<file path="config.mk">
export PLATFORM = sky130hd
export DESIGN_NAME = binary_to_decimal_ascii_flat
export DESIGN_NICKNAME = d
export VERILOG_FILES = /design/src/rtl/bda_pkg.sv /design/src/rtl/bda_if.sv /design/src/rtl/bda_ctrl.sv /design/src/rtl/bda_dp.sv /design/src/rtl/binary_to_decimal_ascii.sv /design/src/flat_wrapper.sv
export SDC_FILE = /design/constraint.sdc
export NUM_CORES = 1
export LEC_CHECK = 0
export ABC_AREA = 1
export BUFFER_PORTS_ARGS = -buffer_cell sky130_fd_sc_hd__buf_2
export CORE_AREA = 2 2 66 68
export DETAILED_ROUTE_END_ITERATION = 8
export DIE_AREA = 0 0 68 70
export MAX_ROUTING_LAYER = met4
export PLACE_DENSITY_LB_ADDON = 0.2
export SYNTH_ARGS = -nofsm -noshare
export SYNTH_HDL_FRONTEND = slang
export SYNTH_SLANG_ARGS = --single-unit
</file>
<file path="constraint.sdc">
create_clock -name clk -period 3.6 [get_ports clk]
set_input_delay 0 -clock clk [delete_from_list [all_inputs] [get_ports clk]]
set_output_delay 0 -clock clk [all_outputs]
set_load 0.02 [all_outputs]
</file>
<file path="src/rtl/bda_pkg.sv">
// Shared types and constants for the binary to decimal ASCII converter.
// No dependencies; used by the interfaces, controller, datapath, top level and checker.
package bda_pkg;

  localparam int unsigned ValueW = 16;
  localparam int unsigned AsciiW = 6;

  typedef logic [ValueW-1:0] value_t;
  typedef logic [AsciiW-1:0] ascii_t;
  typedef logic [2:0]        pos_t;
  typedef logic [3:0]        digit_t;

  // digit positions: 0 = ten-thousands ... 4 = ones
  localparam pos_t   POS_WIDE_FIRST   = 3'd0;
  localparam pos_t   POS_NARROW_FIRST = 3'd2;
  localparam pos_t   POS_ONES         = 3'd4;
  localparam ascii_t ASCII_ZERO       = 6'd48;

  // controller -> datapath
  typedef struct packed {
    logic load;   // capture a new request
    logic sub;    // subtract current power of ten, bump digit
    logic emit;   // write digit to output register, move to next position
    logic skip;   // drop a leading zero, move to next position
  } bda_cmd_t;

  // datapath -> controller
  typedef struct packed {
    logic ge;           // remainder still >= current power of ten
    logic emit_needed;  // digit is shown (nonzero, after first shown, or ones)
    logic is_ones;
  } bda_status_t;

  function automatic value_t pow_step(input pos_t pos);
    value_t step;
    case (pos)
      3'd0:    step = 16'd10000;
      3'd1:    step = 16'd1000;
      3'd2:    step = 16'd100;
      3'd3:    step = 16'd10;
      default: step = 16'd1;
    endcase
    return step;
  endfunction

endpackage

</file>
<file path="src/rtl/bda_if.sv">
// Valid/ready channel interfaces for the converter's request and result sides.
// Depends on bda_pkg for payload types.
interface bda_in_if;
  logic              valid;
  logic              ready;
  bda_pkg::value_t   value;
  logic              wide_mode;

  modport source (output valid, output value, output wide_mode, input ready);
  modport sink   (input valid, input value, input wide_mode, output ready);
endinterface

interface bda_out_if;
  logic              valid;
  logic              ready;
  bda_pkg::ascii_t   ascii_digit;
  logic              last_digit;

  modport source (output valid, output ascii_digit, output last_digit, input ready);
  modport sink   (input valid, input ascii_digit, input last_digit, output ready);
endinterface

</file>
<file path="src/rtl/bda_ctrl.sv">
// Controller for the converter: sequences subtraction, emit and skip steps.
// Depends on bda_pkg; drives bda_dp through bda_cmd_t, reads bda_status_t.
module bda_ctrl (
  input  logic                 clk,
  input  logic                 rst_n,
  input  logic                 in_valid,
  output logic                 in_ready,
  output logic                 out_valid,
  input  logic                 out_ready,
  input  bda_pkg::bda_status_t status,
  output bda_pkg::bda_cmd_t    cmd
);
  import bda_pkg::*;

  typedef enum logic {
    ST_IDLE,
    ST_RUN
  } state_t;

  state_t state_r, state_nxt;
  logic   out_valid_r, out_valid_nxt;
  logic   slot_free;

  assign slot_free = !out_valid_r || out_ready;
  assign in_ready  = (state_r == ST_IDLE);
  assign out_valid = out_valid_r;

  always_comb begin
    cmd           = '0;
    state_nxt     = state_r;
    out_valid_nxt = out_valid_r && !out_ready;
    case (state_r)
      ST_IDLE: begin
        if (in_valid) begin
          cmd.load  = 1'b1;
          state_nxt = ST_RUN;
        end
      end
      ST_RUN: begin
        if (status.ge) begin
          cmd.sub = 1'b1;
        end else if (!status.emit_needed) begin
          cmd.skip = 1'b1;
        end else if (slot_free) begin
          cmd.emit      = 1'b1;
          out_valid_nxt = 1'b1;
          if (status.is_ones) begin
            state_nxt = ST_IDLE;
          end
        end
      end
      default: begin
        state_nxt = ST_IDLE;
      end
    endcase
  end

  always_ff @(posedge clk) begin
    if (!rst_n) begin
      state_r     <= ST_IDLE;
      out_valid_r <= 1'b0;
    end else begin
      state_r     <= state_nxt;
      out_valid_r <= out_valid_nxt;
    end
  end

endmodule

</file>
<file path="src/rtl/bda_dp.sv">
// Datapath for the converter: remainder, digit counter, position and output register.
// Depends on bda_pkg (pow_step table, command and status structs).
module bda_dp (
  input  logic                 clk,
  input  logic                 rst_n,
  input  bda_pkg::value_t      value,
  input  logic                 wide_mode,
  input  bda_pkg::bda_cmd_t    cmd,
  output bda_pkg::bda_status_t status,
  output bda_pkg::ascii_t      ascii_digit,
  output logic                 last_digit
);
  import bda_pkg::*;

  value_t rem_r;
  digit_t digit_r;
  pos_t   pos_r;
  logic   started_r;
  ascii_t ascii_r;
  logic   last_r;
  value_t step;

  assign step               = pow_step(pos_r);
  assign status.ge          = (rem_r >= step);
  assign status.is_ones     = (pos_r == POS_ONES);
  assign status.emit_needed = (digit_r != '0) || started_r || status.is_ones;

  assign ascii_digit = ascii_r;
  assign last_digit  = last_r;

  always_ff @(posedge clk) begin
    if (!rst_n) begin
      started_r <= 1'b0;
    end else if (cmd.load) begin
      started_r <= 1'b0;
    end else if (cmd.emit) begin
      started_r <= 1'b1;
    end
  end

  always_ff @(posedge clk) begin
    if (cmd.load) begin
      rem_r   <= wide_mode ? value : {8'd0, value[7:0]};
      pos_r   <= wide_mode ? POS_WIDE_FIRST : POS_NARROW_FIRST;
      digit_r <= '0;
    end else if (cmd.sub) begin
      rem_r   <= rem_r - step;
      digit_r <= digit_r + 4'd1;
    end else if (cmd.emit || cmd.skip) begin
      pos_r   <= pos_r + 3'd1;
      digit_r <= '0;
    end
    if (cmd.emit) begin
      ascii_r <= ASCII_ZERO + {2'b00, digit_r};
      last_r  <= status.is_ones;
    end
  end

endmodule

</file>
<file path="src/rtl/binary_to_decimal_ascii.sv">
// Channel    | Dir | Payload                        | Handshake
// in_chan    | in  | value[15:0], wide_mode         | valid/ready
// out_chan   | out | ascii_digit[5:0], last_digit   | valid/ready
//
// One request at a time. Each digit is found by repeated subtraction of its power
// of ten, one subtraction per unit of its value, and is then emitted or skipped.
// Narrow mode converts the low byte over three positions, wide mode over five.
// The output register lets the next request in while the last digit waits.
// Reset (rst_n low, synchronous) empties the controller and output valid.
// A stalled output holds the datapath before emitting the next digit.
module binary_to_decimal_ascii (
  input  logic       clk,
  input  logic       rst_n,
  bda_in_if.sink     in_chan,
  bda_out_if.source  out_chan
);
  import bda_pkg::*;

  bda_cmd_t    cmd;
  bda_status_t status;

  bda_ctrl u_ctrl (
    .clk       (clk),
    .rst_n     (rst_n),
    .in_valid  (in_chan.valid),
    .in_ready  (in_chan.ready),
    .out_valid (out_chan.valid),
    .out_ready (out_chan.ready),
    .status    (status),
    .cmd       (cmd)
  );

  bda_dp u_dp (
    .clk         (clk),
    .rst_n       (rst_n),
    .value       (in_chan.value),
    .wide_mode   (in_chan.wide_mode),
    .cmd         (cmd),
    .status      (status),
    .ascii_digit (out_chan.ascii_digit),
    .last_digit  (out_chan.last_digit)
  );

endmodule

</file>
<file path="src/flat_wrapper.sv">
// flat-port wrapper written by rule: the top's interface ports become plain ports
module binary_to_decimal_ascii_flat import bda_pkg::*;
  (clk, rst_n, in_chan_valid, in_chan_value, in_chan_wide_mode, in_chan_ready, out_chan_valid, out_chan_ascii_digit, out_chan_last_digit, out_chan_ready);
  bda_in_if in_chan_i ();
  bda_out_if out_chan_i ();
  input  logic clk;
  input  logic rst_n;
  input wire logic [$bits(in_chan_i.valid)-1:0] in_chan_valid;
  input wire logic [$bits(in_chan_i.value)-1:0] in_chan_value;
  input wire logic [$bits(in_chan_i.wide_mode)-1:0] in_chan_wide_mode;
  output wire logic [$bits(in_chan_i.ready)-1:0] in_chan_ready;
  output wire logic [$bits(out_chan_i.valid)-1:0] out_chan_valid;
  output wire logic [$bits(out_chan_i.ascii_digit)-1:0] out_chan_ascii_digit;
  output wire logic [$bits(out_chan_i.last_digit)-1:0] out_chan_last_digit;
  input wire logic [$bits(out_chan_i.ready)-1:0] out_chan_ready;
  assign in_chan_i.valid = in_chan_valid;
  assign in_chan_i.value = in_chan_value;
  assign in_chan_i.wide_mode = in_chan_wide_mode;
  assign in_chan_ready = in_chan_i.ready;
  assign out_chan_valid = out_chan_i.valid;
  assign out_chan_ascii_digit = out_chan_i.ascii_digit;
  assign out_chan_last_digit = out_chan_i.last_digit;
  assign out_chan_i.ready = out_chan_ready;
  binary_to_decimal_ascii u_core (.clk(clk), .rst_n(rst_n), .in_chan(in_chan_i), .out_chan(out_chan_i));
endmodule
</file>
==> results of run 1 <==
==> synthesized netlist by cell type, types with 2 or more instances <==
cell type,n
nand2_1,87
edfxtp_1,24
nand2_2,3
inv_2,5
nor3_1,3
nand2_4,2
o21ai_1,10
nand3_1,18
a21oi_1,17
buf_4,2
a21oi_2,2
nor2_1,26
ha_1,19
o21ai_0,11
or2_2,2
xor2_1,3
buf_2,3
inv_1,32
a21o_1,3
dfxtp_1,7
or2_1,2
==> worst paths after layout <==
check	startpoint	slack, ns	to
max	u_core.u_dp.pos_r[0]$_SDFFCE_PP0P_	0.54	u_core.u_dp.pos_r[1]$_DFFE_PP_
min reg2reg	u_core.u_dp.started_r$_SDFFE_PP0P_	0.46	u_core.u_dp.started_r$_SDFFE_PP0P_
max reg2reg	u_core.u_dp.pos_r[0]$_SDFFCE_PP0P_	0.54	u_core.u_dp.pos_r[1]$_DFFE_PP_
min	in_chan_value[11]	0.003	u_core.u_dp.rem_r[11]$_DFFE_PP_
==> sequential cells by signal (all words and copies together) (netlist names) <==
register and flops:
u_core.u_ctrl.out_valid 1, u_core.u_ctrl.state_r 1, u_core.u_dp.ascii_digit 4, u_core.u_dp.digit_r 4
u_core.u_dp.last_digit 1, u_core.u_dp.pos_r 3, u_core.u_dp.rem_r 16, u_core.u_dp.started_r 1
==> metal layers <==
metal | global-route usage | wire [µm]
met1 | 0.285 | 2260
met2 | 0.354 | 2250
met3 | 0.0483 | 186
met4 | 0.102 | 126
met5 | - | 0
==> layout make-up <==
cell class,count,area (µm²)
fillers,396,1510
multi-input cells,221,1210
flip-flops and latches,31,861
repair buffers,39,255
inverters,38,143
clock buffers,7,96.3
well taps,52,65.1
clock inverters,1,7.51
==> per-stage QoR <==
| step | instance area, µm² | hold slack (ns) | instances | setup slack [ns] |
|---|---|---|---|---|
| after global routing | 2630 | 0.0145 | 389 | 0.243 |
| after global placement | 2410 | 0.231 | 369 | 0.641 |
| final | 2630 | 0.00263 | 389 | 0.537 |
| after floorplan | 2240 | 0.109 | 295 | 0.799 |
| after detailed placement | 2410 | 0.231 | 369 | 0.535 |
| after CTS | 2630 | 0.000469 | 389 | 0.529 |
==> timing repair <==
item	in CTS	in global routing
hold endpoints to repair	14	0
hold buffers	12	0
gates resized for setup	0	0
==> critical path, cell delays in order, from the launching register on <==
cell	delay, ns
edfxtp_1	0.44
ha_1	0.22
ha_1	0.18
inv_1	0.11
nand2_1	0.07
nor2_1	0.10
ha_1	0.17
inv_1	0.07
fa_1	0.39
nand2_1	0.10
nand2_1	0.07
nand3_1	0.08
nand2_1	0.10
nand2_1	0.12
nand3_4	0.12
o21ai_0	0.38
==> report_power, final <==
group | internal, mW | leakage [nW] | total, mW | switching, mW
logic | 0.493 | 0.908 | 1.37 | 0.877
registers | 0.583 | 0.292 | 0.667 | 0.0838
clock network | 0.174 | 0.0505 | 0.317 | 0.143
total | 1.25 | 1.25 | 2.35 | 1.10
==> kinds of logic after synthesis <==
logic type | synth area share
DFF | 0.385
AOI/OAI and AO/OA | 0.113
other | 0.00168
adders and majority gates | 0.115
buffers and inverters | 0.0772
and+or+nand+nor | 0.292
xor gates and xnor gates | 0.0157
==> summary.txt, run 1 <==
Run status
  • Status: complete, no violations

Synthesis
  • Most used DFF post-synth: edfxtp_1
  • Synth Area per Inst: 7.61 µm²
  • Mapped Cells: 294
  • Synth top area share: 0.322
  • Sequential share of the synthesized area: 0.385
  • Leading post-synthesis cells by cell area: edfxtp_1, nand2_1, ha_1
  • Share of flip-flops with an asynchronous set or reset: 0
  • Cell area after synthesis: 2240 µm²
  • Synth warn: 0
  • EDFF count, synth: 24
  • Library cells used by synthesis: 34
  • Synth area leader: edfxtp_1
  • #FFs+latches synth: 31

Placed design
  • Hpwl dp: 3610 µm
  • Routability cong.: 0.923
  • Buffers on Ports: 27

Timing
  • Max-slew violations: 0
  • RSZ-0062 raised after global routing: no
  • Minimum clock period: 3.06 ns
  • Final Hold Viols: 0
  • Final setup viols: 0
  • Max Clock Skew: roughly 0.014 ns
  • Post-Route Setup TNS: 0 ns
  • Final worst path period share: 0.851
  • Max Freq: between 300 and 400 MHz

Final layout
  • Synth-to-Final Area Change: 17.8%
  • Final Net Count: ~380
  • Core Util, Final: 0.636
  • Most common cell after layout, fill and taps aside: nand2_1
  • Share of cells above drive strength 1: 0.157
  • Ant. Diodes: 0
  • Most frequent cells in the layout: nand2_1, inv_1, buf_2, nor2_1, edfxtp_1

Die
  • Total Die Area: 4760 µm²
  • Core area: 4140 µm²
  • I/O Pins: 30
  • Initial Util: 0.540
  • Die X: 68 µm
  • # rows: 24
  • Die Height: 70 µm

Global route
  • First-pass GRT wire length: 7960 µm
  • GRT Util Overall: 0.229
  • Vias in the first global route: 1,853
  • Antenna violations before repair: 0
  • Total global routing overflow: 0
  • Largest net degree at the start of global routing: 21

CTS
  • Setup Buffers After CTS: 0
  • Clk slew on worst S/H paths: 0.08 ns
  • Clock Sinks: 31
  • TritonCTS clock tree: yes
  • Clk buf depth: 2
  • Clk Latency, worst-skew pair: 0.30 ns
  • H-tree levels: 2
  • Clock Tree Root: clkbuf_8
  • CTS Buf Count: 5

Detailed routing
  • Detailed Route Iter0 Violations: 86
  • Vias: 1,951
  • Number of vias per cell: 5.02
  • Wire per inst: 12.4 µm
  • Routed wire length: 4820 µm
  • DR pass1 iterations: 4
  • Post-route DRC violation count: 0
  • Final ANT Viol Nets: 0

Pwr
  • P_leak: 1.25 nW
  • VDD IR max: 390 µV
  • Total power: 2.35 mW
  • Pwr Density: about 890 nW/µm²

Setup path
  • CP Class: reg2reg
  • CP max FO: 6
  • Critical Path Sink Type: flip-flop
  • Critical Path Start Type: flip-flop
  • Reg2Reg Depth: 15
  • Required time worst endpoint: 3.54 ns
  • Worst path arrival time: around 3 ns

Hold path
  • Hold Crit Class: in2reg
  • Hold path cells: 3

Job
  • Max-cap violations: 0
(Power assumes the default switching activity.)
==> run 2, diff against run 1 <==
--- a/config.mk
+++ b/config.mk
@@ -6,10 +6,12 @@
 export NUM_CORES = 1
 export LEC_CHECK = 0
 export ABC_AREA = 1
-export BUFFER_PORTS_ARGS = -buffer_cell sky130_fd_sc_hd__buf_2
-export CORE_AREA = 2 2 66 68
+export BUFFER_PORTS_ARGS = -buffer_cell sky130_fd_sc_hd__buf_4
+export CELL_PAD_IN_SITES_DETAIL_PLACEMENT = 1
+export CELL_PAD_IN_SITES_GLOBAL_PLACEMENT = 1
+export CORE_AREA = 2 2 76 78
 export DETAILED_ROUTE_END_ITERATION = 8
-export DIE_AREA = 0 0 68 70
+export DIE_AREA = 0 0 78 80
 export MAX_ROUTING_LAYER = met4
 export PLACE_DENSITY_LB_ADDON = 0.2
 export SYNTH_ARGS = -nofsm -noshare
==> constraint.sdc (replaced) <==
create_clock -name clk -period 2.9 [get_ports clk]
set_input_delay 0 -clock clk [delete_from_list [all_inputs] [get_ports clk]]
set_output_delay 0 -clock clk [all_outputs]
set_load 0.02 [all_outputs]
==> summary.txt, run 2 (synthesis results as in run 1) <==
Final layout
  • Fin cells: 419 (+7.7%)
  • Synth-to-Final Area Change: 27.5%
  • Largest register by flop count: u_core.u_dp.rem_r
  • Most frequent cells in the layout: nand2_1, buf_4, inv_1, nor2_1, edfxtp_1
  • Ant. Diodes: 0 (unchanged)
  • Core Util, Final: 0.528 (-0.108)
  • Share of cells above drive strength 1: 0.225 (+0.0675)
  • Max FFs per register: 16 (unchanged)
  • Most common cell after layout, fill and taps aside: nand2_1
  • Final Net Count: 387 (+2.7%)
  • Fill cell total of the finished layout: 678 (+71%)

Global route
  • Vias in the first global route: 2,156 (+16%)
  • Antenna violations before repair: 0 (unchanged)
  • Largest net degree at the start of global routing: 21 (unchanged)
  • Total global routing overflow: 0 (unchanged)
  • First-pass GRT wire length: 9950 µm (+25%)
  • GRT Util Overall: 0.213 (-0.0156)

Run status
  • Status: complete, no violations

Setup path
  • Required time worst endpoint: 2.91 ns (-0.63 ns)
  • Cells along the critical path: ha_2 -> ha_2 -> inv_2 -> nand2_1 -> nor2_1 -> ha_2 -> inv_2 -> fa_2 -> nand2_2 -> nand2_2 -> nand3_2 -> nand2_2 -> nand2_2 -> nand3_4 -> nor2_4 -> nand2_2 -> inv_4
  • CP max FO: 6 (unchanged)
  • Reg2Reg Depth: 17 (+2)
  • Critical Path Start Type: flip-flop
  • Crit-path most repeated cell: nand2_2
  • Crit path largest cell delay: 0.46 ns (+0.02 ns)
  • Worst path arrival time: 2.82 ns (-0.19 ns)
  • Slowest CP cell: edfxtp_1
  • CP Class: reg2reg
  • Critical Path Sink Type: flip-flop

Pwr
  • Reg power frac: 0.267 (-0.016)
  • Clock share of power: 0.116 (-0.019)
  • P_leak: 1.31 nW (+4.9%)
  • VDD IR max: 426 µV (+9.1%)
  • Pwr Density: 1080 nW/µm² (+21%)
  • P_sw: 1.49 mW (+35%)
  • Sw frac: 0.481 (+0.0119)
  • Int Power: 1.60 mW (+28%)
  • Logic pwr share: 0.617 (+0.035)

Die
  • Total Die Area: 6240 µm² (+31%)
  • Core area: 5410 µm² (+30%)
  • I/O Pins: 30 (unchanged)
  • # rows: 27 (+13%)
  • Die X: 78 µm (+15%)
  • Initial Util: 0.414 (-0.126)
  • Die Height: 80 µm (+14%)

CTS
  • CTS Buf Count: 5 (unchanged)
  • Clk buf depth: 2 (unchanged)
  • H-tree levels: 2 (unchanged)
  • TritonCTS clock tree: yes
  • Clock Sinks: 31 (unchanged)
  • Clock Tree Root: clkbuf_8
  • Clk Latency, worst-skew pair: 0.29 ns (about the same)
  • Clk slew on worst S/H paths: 0.08 ns (about the same)

Hold path
  • Hold path cells: 3 (unchanged)
  • Hold Crit Class: in2reg

Detailed routing
  • Final ANT Viol Nets: 0 (unchanged)
  • Detailed Route Iter0 Violations: 69 (-20%)
  • DR pass1 iterations: 4 (unchanged)
  • Wire per inst: 14.3 µm (+15%)
  • Post-route DRC violation count: 0 (unchanged)
  • Vias: 2,055 (+5.3%)
  • Number of vias per cell: 4.90 (-2.2%)
  • Routed wire length: 6000 µm (+24%)

Timing
  • Final Hold Viols: 0 (unchanged)
  • Max Clock Skew: 0.00757 ns (-0.00603 ns)
  • Final worst path period share: 0.970 (+0.119)
  • Post-Route Setup TNS: 0 ns (unchanged)
  • Final setup viols: 0 (unchanged)
  • Max Freq: 355 MHz (+8.9%)
  • Minimum clock period: 2.81 ns (-0.250 ns)
  • Max-slew violations: 0 (unchanged)

Placed design
  • Placed Cells: 395 (+7.0%)
  • Buffers on Ports: 27 (unchanged)
  • Hpwl dp: 4450 µm (+23%)
  • Routability cong.: 0.921 (-0.22%)

Job
  • Max-cap violations: 0 (unchanged)
-- run 2: final timing paths --
kind	from	end	slack (ns)
setup / recovery	u_core.u_dp.pos_r[0]$_SDFFCE_PP0P_	u_core.u_dp.last_digit$_DFFE_PP_	0.09
hold / removal	in_chan_value[2]	u_core.u_dp.rem_r[2]$_DFFE_PP_	0.002
setup reg to reg	u_core.u_dp.pos_r[0]$_SDFFCE_PP0P_	u_core.u_dp.last_digit$_DFFE_PP_	0.09
hold reg to reg	u_core.u_dp.started_r$_SDFFE_PP0P_	u_core.u_dp.started_r$_SDFFE_PP0P_	0.47
-- run 2: what timing repair did --
item | CTS | global route
pin swaps | 0 | 7
hold endpoints to repair | 16 | 0
setup endpoints to repair | 6 | 33
gates resized for setup | 2 | 20
hold buffers | 14 | 0
buffers inserted | 0 | 2
-- run 2: power groups by stage --
stage               Clock [mW]  Sequential, mW  Combinational, mW
global route             0.386           0.848               2.18
global placement             0           0.826               1.75
CTS                      0.367           0.824               1.83
floorplan                    0           0.809               1.33
finish                   0.358           0.824               1.91
detailed placement           0           0.833               1.79
-- run 2: layout make-up --
| cell class | count | area, µm² | share of cell area |
|---|---|---|---|
| Timing Repair Buffer | 49 | 403 | 0.141 |
| Inverter | 38 | 145 | 0.0509 |
| Clock inverter | 3 | 17.5 | 0.00614 |
| Tap cell | 72 | 90.1 | 0.0316 |
| Clock buffer | 5 | 68.8 | 0.0241 |
| Sequential cell | 31 | 861 | 0.302 |
| Multi-Input combinational cell | 221 | 1270 | 0.444 |
-- run 2: stage by stage --
| step | area [µm²] | hold slack, ns | power [mW] | setup slack [ns] |
|---|---|---|---|---|
| floorplan | 2240 | 0.109 | 2.14 | 0.0994 |
| global placement | 2550 | 0.220 | 2.58 | 0.0680 |
| detailed placement | 2550 | 0.228 | 2.62 | -0.0247 |
| CTS | 2780 | 0.000560 | 3.02 | 0.00872 |
| global route | 2850 | 0.0214 | 3.42 | -0.0614 |
| finish | 2850 | 0.00237 | 3.09 | 0.0864 |
-- run 2: per-layer routing --
layer | share of wire | wire length (µm) | track usage | up-vias
met5 | 0 | 0 | - | -
met4 | 0.017 | 104 | 0.0825 | 0
met3 | 0.025 | 150 | 0.0407 | 8
met2 | 0.51 | 3040 | 0.371 | 29
met1 | 0.45 | 2700 | 0.245 | 960
li1 | - | - | - | 1058
-- run 2: critical path, delay by kind of cell, from the launching register on --
kind                     cells  cell delay (ns)
buffers and inverters        3             0.18
flip-flops                   1             0.46
AND/OR/NAND/NOR             10             0.92
adder cells (fa/ha/maj)      4             0.96
==> run 3, diff against run 2 <==
--- a/config.mk
+++ b/config.mk
@@ -12,6 +12,7 @@
 export CORE_AREA = 2 2 76 78
 export DETAILED_ROUTE_END_ITERATION = 8
 export DIE_AREA = 0 0 78 80
+export GPL_TIMING_DRIVEN = 0
 export MAX_ROUTING_LAYER = met4
 export PLACE_DENSITY_LB_ADDON = 0.2
 export SYNTH_ARGS = -nofsm -noshare
==> constraint.sdc (replaced) <==
create_clock -name clk -period 2.9 [get_ports clk]
set_input_delay 0 -clock clk [delete_from_list [all_inputs] [get_ports clk]]
set_output_delay 0 -clock clk [all_outputs]
set_load 0.05 [all_outputs]
==> summary.txt, run 3 (synthesis results as in run 1) <==
Placed design
  • Routability cong.: 0.885 (-4.0%)
  • Buffers on Ports: 27 (unchanged)
  • Hpwl dp: 4490 µm (+0.70%)

CTS
  • TritonCTS clock tree: yes
  • Clk slew on worst S/H paths: 0.08 ns (about the same)
  • Clk buf depth: 2 (unchanged)
  • Clock Tree Root: clkbuf_8
  • H-tree levels: 2 (unchanged)
  • Clock Sinks: 31 (unchanged)
  • CTS Buf Count: 5 (unchanged)
  • Clk Latency, worst-skew pair: 0.29 ns (about the same)

Final layout
  • Ant. Diodes: 0 (unchanged)
  • Fill cell total of the finished layout: 692 (+2.1%)
  • Share of cells above drive strength 1: 0.256 (+0.0316)
  • Synth-to-Final Area Change: 31.6%
  • Most common cell after layout, fill and taps aside: nand2_1
  • Most frequent cells in the layout: nand2_1, buf_4, inv_1, nor2_1, edfxtp_1
  • Largest register by flop count: u_core.u_dp.rem_r
  • Final Net Count: 395 (+2.1%)
  • Max FFs per register: 16 (unchanged)

Global route
  • Antenna violations before repair: 0 (unchanged)
  • GRT Util Overall: 0.215 (+0.00147)
  • Total global routing overflow: 0 (unchanged)
  • Vias in the first global route: 2,224 (+3.2%)
  • Largest net degree at the start of global routing: 18 (-14%)
  • First-pass GRT wire length: 10,200 µm (+2.1%)

Hold path
  • Hold Crit Class: in2reg

Pwr
  • VDD IR max: 430 µV (+1.0%)
  • P_leak: 1.36 nW (+3.5%)
  • Pwr Density: 1100 nW/µm² (+1.1%)

Timing
  • Max Clock Skew: 0.00624 ns (-0.00133 ns)
  • Minimum clock period: 2.83 ns (+0.0158 ns)
  • Post-Route Setup TNS: 0 ns (unchanged)
  • Final Hold Viols: 0 (unchanged)
  • Max Freq: 353 MHz (-0.56%)
  • Final setup viols: 0 (unchanged)
  • WHS: 0.00456 ns (+0.00219 ns)
  • Final worst path period share: 0.976 (+0.00546)
  • Max-slew violations: 0 (unchanged)

Detailed routing
  • Routed wire length: 6220 µm (+3.7%)
  • Detailed Route Iter0 Violations: 37 (-46%)
  • DR pass1 iterations: 4 (unchanged)
  • Post-route DRC violation count: 0 (unchanged)
  • Number of vias per cell: 4.93 (+0.61%)
  • Final ANT Viol Nets: 0 (unchanged)
  • Vias: 2,107 (+2.5%)
  • Wire per inst: 14.6 µm (+1.7%)

Die
  • Die X: 78 µm (unchanged)
  • Die Height: 80 µm (unchanged)
  • Initial Util: 0.414 (unchanged)
  • Total Die Area: 6240 µm² (unchanged)
  • Core area: 5410 µm² (unchanged)
  • I/O Pins: 30 (unchanged)
  • # rows: 27 (unchanged)

Setup path
  • Crit-path most repeated cell: nand2_2
  • Slowest CP cell: edfxtp_1
  • Critical Path Sink Type: flip-flop
  • Cells along the critical path: ha_2 -> ha_4 -> inv_2 -> nand2_2 -> nor2_2 -> ha_2 -> inv_2 -> fa_2 -> nand2_2 -> nand2_2 -> nand3_2 -> nand2_2 -> nand2_2 -> nand3_4 -> nor2_4 -> nand2_2 -> inv_4
  • Required time worst endpoint: 2.91 ns (about the same)
  • Worst path arrival time: 2.84 ns (+0.02 ns)
  • Critical Path Start Type: flip-flop
  • Buffers and inverters on the worst path: 3 (unchanged)
  • CP Class: reg2reg
  • Delay-heaviest family, CP: adder cells
  • Crit path largest cell delay: 0.47 ns (about the same)
  • CP max FO: 6 (unchanged)

Run status
  • Status: complete, no violations

Job
  • Max-cap violations: 0 (unchanged)
## run 3: cell types whose count changed in the layout (fill, tap and decap cells not counted), sizes merged
cell and change:
clkbuf +1, clkinv +1, dlygate4sd3 -2, inv -2
buf +10
## run 3: final cells by class
class,count,area [µm²],area share
plain buffers,5,30.0,0.0102
multi-input cells,221,1280,0.437
clock inverters,2,13.8,0.00468
clock buffers,6,93.8,0.0319
well taps,72,90.1,0.0306
inverters,38,145,0.0493
repair buffers,52,424,0.144
flip-flops and latches,31,861,0.293
## run 3: timing repair
action                                  4_1_cts  5_1_grt
buffers inserted                              6        7
endpoints found under the setup margin       32       36
hold buffers                                 12        0
resized for setup                            16       12
pin swaps                                     5        7
endpoints found under the hold margin        14        0
## run 3: final timing paths
kind	start	end	slack, ns	cells past startpoint
max	u_core.u_dp.pos_r[0]$_SDFFCE_PP0P_	u_core.u_dp.last_digit$_DFFE_PP_	0.07	17
min	in_chan_value[8]	u_core.u_dp.rem_r[8]$_DFFE_PP_	0.005	3
max reg2reg	u_core.u_dp.pos_r[0]$_SDFFCE_PP0P_	u_core.u_dp.last_digit$_DFFE_PP_	0.07	17
min reg2reg	u_core.u_dp.started_r$_SDFFE_PP0P_	u_core.u_dp.started_r$_SDFFE_PP0P_	0.46	2
## run 3: power by group
part	switching, mW	internal, mW	total, mW
sequential	0.106	0.723	0.828
clock	0.192	0.221	0.413
combinational	1.23	0.750	1.98
## run 3: routing by layer
metal  up-vias  routed length [µm]  GRT usage
li1       1078                   -          -
met3         4                 123     0.0339
met5         -                   0          -
met1      1003                2800      0.241
met2        22                3260      0.398
met4         0                  44     0.0561
## run 3: through the flow
| stage | total power [mW] | setup slack (ns) | cell area [µm²] | cells | utilization |
|---|---|---|---|---|---|
| 6_report | 3.22 | 0.0706 | 2940 | 427 | 0.544 |
| 5_1_grt | 3.54 | -0.0782 | 2940 | 427 | 0.544 |
| 4_1_cts | 3.12 | 0.00126 | 2850 | 420 | 0.527 |
| 3_5_place_dp | 2.59 | -0.394 | 2530 | 394 | 0.469 |
| 3_3_place_gp | 2.54 | -0.334 | 2530 | 394 | 0.469 |
| 2_1_floorplan | 2.16 | 0.0994 | 2240 | 295 | - |
## run 3: tightest hold or removal path, delay by kind of cell
kind	cells	cell delay, ns
and+or+nand+nor	2	0.11
buffers and inverters	1	0.08
